File: src/rtl/pgw_pkg.sv
`default_nettype none

package pgw_pkg;

	localparam int unsigned VaddrW  = 48;
	localparam int unsigned DataW   = 64;
	localparam int unsigned IdxW    = 9;
	localparam int unsigned PageW   = 12;
	localparam int unsigned LevelW  = 2;
	localparam int unsigned EntryW  = 3;

	localparam int unsigned Shift0  = 39;
	localparam int unsigned Shift1  = 30;
	localparam int unsigned Shift2  = 21;
	localparam int unsigned Shift3  = 12;

	// input beat kinds
	localparam logic KIND_REQ = 1'b0;
	localparam logic KIND_RSP = 1'b1;

	// result beat kinds
	localparam logic RES_READ = 1'b0;
	localparam logic RES_DONE = 1'b1;

	localparam logic [LevelW-1:0] LEVEL_TOP  = 2'd0;
	localparam logic [LevelW-1:0] LEVEL_LEAF = 2'd3;

	typedef struct packed {
		logic              active;
		logic [LevelW-1:0] level;
		logic [VaddrW-1:0] vaddr;
	} walk_state_t;

	typedef struct packed {
		logic              kind;
		logic [DataW-1:0]  read_addr;
		logic              found;
		logic [LevelW-1:0] fault_level;
		logic [DataW-1:0]  leaf_entry;
		logic [DataW-1:0]  phys_addr;
	} walk_result_t;

	// table index of a virtual address at a given level
	function automatic logic [IdxW-1:0] pgw_index(input logic [VaddrW-1:0] va,
			input logic [LevelW-1:0] lvl);
		logic [IdxW-1:0] idx;
		case (lvl)
			2'd0:    idx = va[Shift0 +: IdxW];
			2'd1:    idx = va[Shift1 +: IdxW];
			2'd2:    idx = va[Shift2 +: IdxW];
			default: idx = va[Shift3 +: IdxW];
		endcase
		return idx;
	endfunction

endpackage

`default_nettype wire

File: src/rtl/pgw_step.sv
`default_nettype none

module pgw_step import pgw_pkg::*; (
	input  wire walk_state_t              st,
	input  wire logic                     kind,
	input  wire logic [DataW-1:0]         root_addr,
	input  wire logic [VaddrW-1:0]        virt_addr,
	input  wire logic [DataW-1:0]         read_data,
	input  wire logic [DataW-1:0]         table_offset,
	output walk_state_t                   nxt,
	output logic                          res_valid,
	output walk_result_t                  res
);

	logic [DataW-1:0]  next_base;
	logic [LevelW-1:0] next_level;

	// one wide add per beat: entry plus configured offset
	assign next_base  = read_data + table_offset;
	assign next_level = st.level + 2'd1;

	always_comb begin
		nxt       = st;
		res_valid = 1'b0;
		res       = '0;
		if (kind == KIND_REQ) begin
			if (!st.active) begin
				nxt.active    = 1'b1;
				nxt.level     = LEVEL_TOP;
				nxt.vaddr     = virt_addr;
				res_valid     = 1'b1;
				res.kind      = RES_READ;
				res.read_addr = {root_addr[DataW-1:PageW],
					pgw_index(virt_addr, LEVEL_TOP), {EntryW{1'b0}}};
			end
		end else if (st.active) begin
			res_valid = 1'b1;
			if (!read_data[0]) begin
				// not present: fault at this level
				nxt.active      = 1'b0;
				res.kind        = RES_DONE;
				res.fault_level = st.level;
			end else if (st.level != LEVEL_LEAF) begin
				nxt.level     = next_level;
				res.kind      = RES_READ;
				res.read_addr = {next_base[DataW-1:PageW],
					pgw_index(st.vaddr, next_level), {EntryW{1'b0}}};
			end else begin
				nxt.active     = 1'b0;
				res.kind       = RES_DONE;
				res.found      = 1'b1;
				res.leaf_entry = read_data;
				res.phys_addr  = {read_data[DataW-1:PageW], st.vaddr[PageW-1:0]};
			end
		end
	end

endmodule

`default_nettype wire

File: src/rtl/four_level_page_table_walker.sv
// Four-level page table walker, 9 index bits per level. One input channel
// carries both translate requests (kind 0) and memory read responses (kind 1);
// one output channel carries read requests (result_kind 0) and walk-finished
// beats (result_kind 1). A request starts a walk and yields a read of the top
// table entry; each present response yields the read for the next level, where
// the next table base is entry plus table_offset with the low 12 bits cleared.
// A clear present bit ends the walk with fault_level; the fourth present entry
// ends it with found, the leaf entry and the physical address. A request while
// a walk runs and a response while idle are dropped without a result beat.
// Rate: one input beat per cycle, sustained while the output is not stalled. A
// beat is held in the input register, the step logic (a single 64-bit add plus
// index muxing) runs on it, and the result lands in the output register, which
// drives out_valid. The output register lets the next beat enter while a result
// still waits; a stalled output holds the pipe only when the beat in the input
// register would produce a result. The user must write table_offset through
// cfg_wr_en/cfg_wr_data only while the walker is idle; the block itself does
// not enforce this.
`default_nettype none

module four_level_page_table_walker import pgw_pkg::*; (
	input  wire logic              clk,
	input  wire logic              arst_n,
	// configuration
	input  wire logic              cfg_wr_en,
	input  wire logic [DataW-1:0]  cfg_wr_data,
	// input channel
	input  wire logic              in_valid,
	output logic                   in_ready,
	input  wire logic              kind,
	input  wire logic [DataW-1:0]  root_addr,
	input  wire logic [VaddrW-1:0] virt_addr,
	input  wire logic [DataW-1:0]  read_data,
	// output channel
	output logic                   out_valid,
	input  wire logic              out_ready,
	output logic                   result_kind,
	output logic [DataW-1:0]       read_addr,
	output logic                   found,
	output logic [LevelW-1:0]      fault_level,
	output logic [DataW-1:0]       leaf_entry,
	output logic [DataW-1:0]       phys_addr
);

	// configuration register
	logic [DataW-1:0] table_offset_q;

	// walk state
	walk_state_t st_q;
	walk_state_t st_nxt;

	// input register stage
	logic              valid_s1;
	logic              kind_s1;
	logic [DataW-1:0]  root_addr_s1;
	logic [VaddrW-1:0] virt_addr_s1;
	logic [DataW-1:0]  read_data_s1;

	// output register stage
	logic              valid_s2;
	walk_result_t      res_s2;

	logic              step_res_valid;
	walk_result_t      step_res;
	logic              adv_s1;

	always_ff @(posedge clk or negedge arst_n) begin
		if (!arst_n) begin
			table_offset_q <= '0;
		end else if (cfg_wr_en) begin
			table_offset_q <= cfg_wr_data;
		end
	end

	pgw_step u_step (
		.st           (st_q),
		.kind         (kind_s1),
		.root_addr    (root_addr_s1),
		.virt_addr    (virt_addr_s1),
		.read_data    (read_data_s1),
		.table_offset (table_offset_q),
		.nxt          (st_nxt),
		.res_valid    (step_res_valid),
		.res          (step_res)
	);

	// a dropped beat never waits on the output side
	assign adv_s1   = valid_s1 && (!step_res_valid || !valid_s2 || out_ready);
	assign in_ready = !valid_s1 || adv_s1;

	always_ff @(posedge clk or negedge arst_n) begin
		if (!arst_n) begin
			valid_s1 <= 1'b0;
		end else if (in_ready) begin
			valid_s1 <= in_valid;
		end
	end

	always_ff @(posedge clk) begin
		if (in_ready && in_valid) begin
			kind_s1      <= kind;
			root_addr_s1 <= root_addr;
			virt_addr_s1 <= virt_addr;
			read_data_s1 <= read_data;
		end
	end

	// walk state advances in beat order as each beat leaves the input register
	always_ff @(posedge clk or negedge arst_n) begin
		if (!arst_n) begin
			st_q <= '0;
		end else if (adv_s1) begin
			st_q <= st_nxt;
		end
	end

	always_ff @(posedge clk or negedge arst_n) begin
		if (!arst_n) begin
			valid_s2 <= 1'b0;
		end else if (adv_s1 && step_res_valid) begin
			valid_s2 <= 1'b1;
		end else if (out_ready) begin
			valid_s2 <= 1'b0;
		end
	end

	always_ff @(posedge clk) begin
		if (adv_s1 && step_res_valid) begin
			res_s2 <= step_res;
		end
	end

	assign out_valid   = valid_s2;
	assign result_kind = res_s2.kind;
	assign read_addr   = res_s2.read_addr;
	assign found       = res_s2.found;
	assign fault_level = res_s2.fault_level;
	assign leaf_entry  = res_s2.leaf_entry;
	assign phys_addr   = res_s2.phys_addr;

	// a finished walk leaves the walker idle
	a_done_goes_idle: assert property (@(posedge clk) disable iff (!arst_n)
		(adv_s1 && step_res_valid && step_res.kind == RES_DONE) |=> !st_q.active)
		else $error("walker still active after finish beat");

	// a read request leaves the walker active
	a_read_stays_active: assert property (@(posedge clk) disable iff (!arst_n)
		(adv_s1 && step_res_valid && step_res.kind == RES_READ) |=> st_q.active)
		else $error("walker idle after issuing a read");

	// read addresses are entry aligned
	a_read_aligned: assert property (@(posedge clk) disable iff (!arst_n)
		(valid_s2 && res_s2.kind == RES_READ) |-> res_s2.read_addr[EntryW-1:0] == '0)
		else $error("misaligned read address");

	// a found walk reports no fault level
	a_found_no_fault: assert property (@(posedge clk) disable iff (!arst_n)
		(valid_s2 && res_s2.found) |-> (res_s2.kind == RES_DONE && res_s2.fault_level == '0))
		else $error("found beat carries fault level");

	// output register never overwritten while stalled
	a_no_overwrite: assert property (@(posedge clk) disable iff (!arst_n)
		(valid_s2 && !out_ready) |=> (valid_s2 && $stable(res_s2)))
		else $error("stalled result changed");

endmodule

`default_nettype wire
File: config.mk
export PLATFORM = sky130hd
export DESIGN_NAME = four_level_page_table_walker
export DESIGN_NICKNAME = d
export VERILOG_FILES = /design/src/rtl/pgw_pkg.sv /design/src/rtl/pgw_step.sv /design/src/rtl/four_level_page_table_walker.sv
export SDC_FILE = /design/constraint.sdc
export NUM_CORES = 1
export LEC_CHECK = 0
export BUFFER_PORTS_ARGS = -buffer_cell sky130_fd_sc_hd__buf_2
export CELL_PAD_IN_SITES_DETAIL_PLACEMENT = 1
export CELL_PAD_IN_SITES_GLOBAL_PLACEMENT = 1
export CORE_UTILIZATION = 35
export CTS_CLUSTER_DIAMETER = 100
export DETAILED_ROUTE_END_ITERATION = 12
export MAX_ROUTING_LAYER = met4
export PLACE_DENSITY_LB_ADDON = 0.1
export SLEW_MARGIN = 20
export SYNTH_ARGS = -nofsm -noshare
export SYNTH_HDL_FRONTEND = slang
export SYNTH_HIERARCHICAL = 1
export SYNTH_SLANG_ARGS = --single-unit
File: constraint.sdc
create_clock -name clk -period 14.25 [get_ports clk]
set_input_delay 2.1375 -clock clk [delete_from_list [all_inputs] [get_ports clk]]
set_output_delay 2.1375 -clock clk [all_outputs]
set_load 0.05 [all_outputs]
==> impl_metrics.ini <==
[grt]
grt-ovfl-total = 0
antenna_found_initial = 10
grt_max_degree = 82
grt_pass1_wl_mm = 97.7
grt_pass1_vias = 15700
grt_use_total_pct = 20.8

[routing]
drt_pass1_iterations = 5
wl_mm = 64.9
wl_per_cell_um = 21.7
num_vias = 15100
vias_per_cell = 5.04
ant_nets = 0
first_iter_violations = 891
route.detailed.drc = 0

[pwr]
swShare_pct = 35.9
p_int_mw = 3.02
power.density_nw_per_um2 = 180
seqPwrFrac_pct = 40.1
clkPwrFrac_pct = 31.3
power_mw = 4.71
switchingPower_mw = 1.69
leakagePower_nw = 10.6
peakVddDrop_mv = 0.102
comb_power_share_pct = 28.6

[clock_tree]
cts_htree_levels = 2
clk_latency_ns = 0.60
cts.sinks = 469
cts.repair.resized = 0
hold_buffers = 0
cts_setup_buffers = 0
clk_pin_slew_ns = 0.06
cts_buffers = 52
clockBufferDepth = 3
cts_tree = done
ctsRootBufferMaster = clkbuf_16

[timing]
post-route-min-period_ns = 5.44
hold_viol = 0
fin_skew_ns = 0.0208
finalSetupTns_ns = 0
fin_ws_ns = 8.81
worst_pin_slew_ns = 1.01
relSlewSlack_pct = 32.8
max_freq_mhz = 184
report.final.slew_viol_count = 0
setup_viol = 0
rsz0062_at_grt = no
timing.final.crit_share_pct = 38.2

[worst_hold_path]
min_path_type = reg -> reg
whs_endpoint = read_addr[4]
min_path_cells = 2
min-delay-start = virt_addr_s1[40]

[worst_setup_path]
critical_path.top_delay_family = buffers and inverters
cpMostUsedCell = buf_2
critPathRequiredTime_ns = 12.11
crit_type = in -> out
reg2reg_depth = 5
start_kind = input port
regToRegEndpoint = phys_addr[47]
crit_path_max_fanout = 45
crit_slowest_cell = buf_4
r2r_start = kind_s1
r2r_slack_ns = 9.95
cp_num_buf_inv = 3
end_kind = output pin
crit_path_max_incr_delay_ns = 0.37
critPathArrivalTime_ns = 3.31
path_cells = buf_2, buf_4, and2b_1, nand3_1, buf_2

[layout]
drive_gt1_share_pct = 30.8
post-route-util_pct = 42.4
area_growth_pct = 19.7
fin_cells = 2994
multi_input_area_um2 = 7340
fin_nets = 2413
register_area_um2 = 13500
fillers = 6687

[run]
maxCapViolations = 0

[place]
placedCellCount = 2888
place_hpwl_mm = 45.5
place_ws_ns = 8.68
portBuffers = 431
place_congestion = 0.840

[outcome]
status = completed

[floorplan]
die_height_um = 252
rows = 91
fp.dieW_um = 252
dieArea_um2 = 63500
core_um2 = 61700
start_util_pct = 35.4
pin_count = 444

[yosys]
syn_area_per_cell_um2 = 12.4
syn-cell-area_um2 = 21900
synthCells = 1760
yosys_warnings = 6
[flip-flops by register name, indices dropped and copies added, names as in the netlist]
signal / flops
valid_s1: 1
leaf_entry: 64
fault_level: 2
st_q: 42
virt_addr_s1: 48
phys_addr: 64
found: 1
kind_s1: 1
read_data_s1: 64
table_offset_q: 64
result_kind: 1
read_addr: 64
out_valid: 1
root_addr_s1: 52
[layout make-up]
class                   count  share of cell area, %
multi-input cells        1109                   28.0
clock inverters            37                   1.85
flip-flops and latches    469                   51.7
clock buffers              59                   5.19
diodes                     10                 0.0955
well taps                 837                   4.00
inverters                  25                  0.358
repair buffers            448                   8.76
[layer usage]
metal	GRT usage [%]	share of wire [%]	routed length [µm]
met3	3.59	4.5	2940
met5	-	0	0
met2	34.3	50	32100
met4	5.04	2.1	1370
met1	26.7	44	28500
[how the worst max path moves through the flow]
stage               from  cells past startpoint              to
6_report       out_ready                      5        in_ready
5_1_grt        out_ready                      5        in_ready
4_1_cts        out_ready                      5        in_ready
3_5_place_dp   out_ready                      6   read_addr[42]
3_3_place_gp   out_ready                      6   read_addr[42]
2_1_floorplan  out_ready                      2  fault_level[0]
[metrics by stage]
step | instance area [µm²] | hold WS (ns)
floorplan | 21900 | 0.481
global placement | 24300 | 0.495
detailed placement | 24300 | 0.501
CTS | 26200 | 0.507
global route | 26200 | 0.529
finish | 26200 | 0.509
[worst reg2reg max path, stage by stage, from the launching register on]
cell,delay [ns]
edfxtp_1,0.55
xnor2_2,0.77
nand2_1,0.34
nor2_4,0.81
buf_4,0.63
buf_4,0.77
[power by group through the flow]
stage	registers [mW]	logic, mW	clock network, mW
3_3_place_gp	1.91	1.34	0
2_1_floorplan	2.29	0.624	0
5_1_grt	1.92	1.45	1.56
4_1_cts	1.89	1.37	1.51
6_report	1.89	1.35	1.47
3_5_place_dp	1.92	1.36	0
[cell usage in the layout, fill, tap and decap left out, types with 4 or more instances in the layout]
| cell | instances |
|---|---|
| a21boi_0 | 4 |
| o31ai_1 | 8 |
| nand4b_1 | 43 |
| o21bai_1 | 18 |
| clkbuf_16 | 53 |
| ha_1 | 62 |
| nand3_1 | 16 |
| nand2b_1 | 45 |
| o211ai_1 | 5 |
| xnor2_1 | 24 |
| nand4_1 | 27 |
| a21oi_1 | 100 |
| o2111ai_1 | 5 |
| inv_1 | 24 |
| nand2_1 | 278 |
| edfxtp_1 | 361 |
| and2_1 | 78 |
| o211ai_2 | 42 |
| clkinv_1 | 8 |
| buf_2 | 429 |
| a31oi_1 | 8 |
| nor2_1 | 47 |
| buf_4 | 18 |
| mux2i_1 | 10 |
| mux2_2 | 64 |
| o21ai_0 | 91 |
| clkbuf_1 | 5 |
| nor2b_1 | 4 |
| dfrtp_1 | 107 |
| a21o_1 | 14 |
| bufinv_16 | 12 |
| nor3_1 | 10 |
| and3_1 | 11 |
| clkinv_2 | 14 |
| diode_2 | 10 |
| xor2_1 | 22 |
Note: power is estimated with default switching activity, not from simulation.
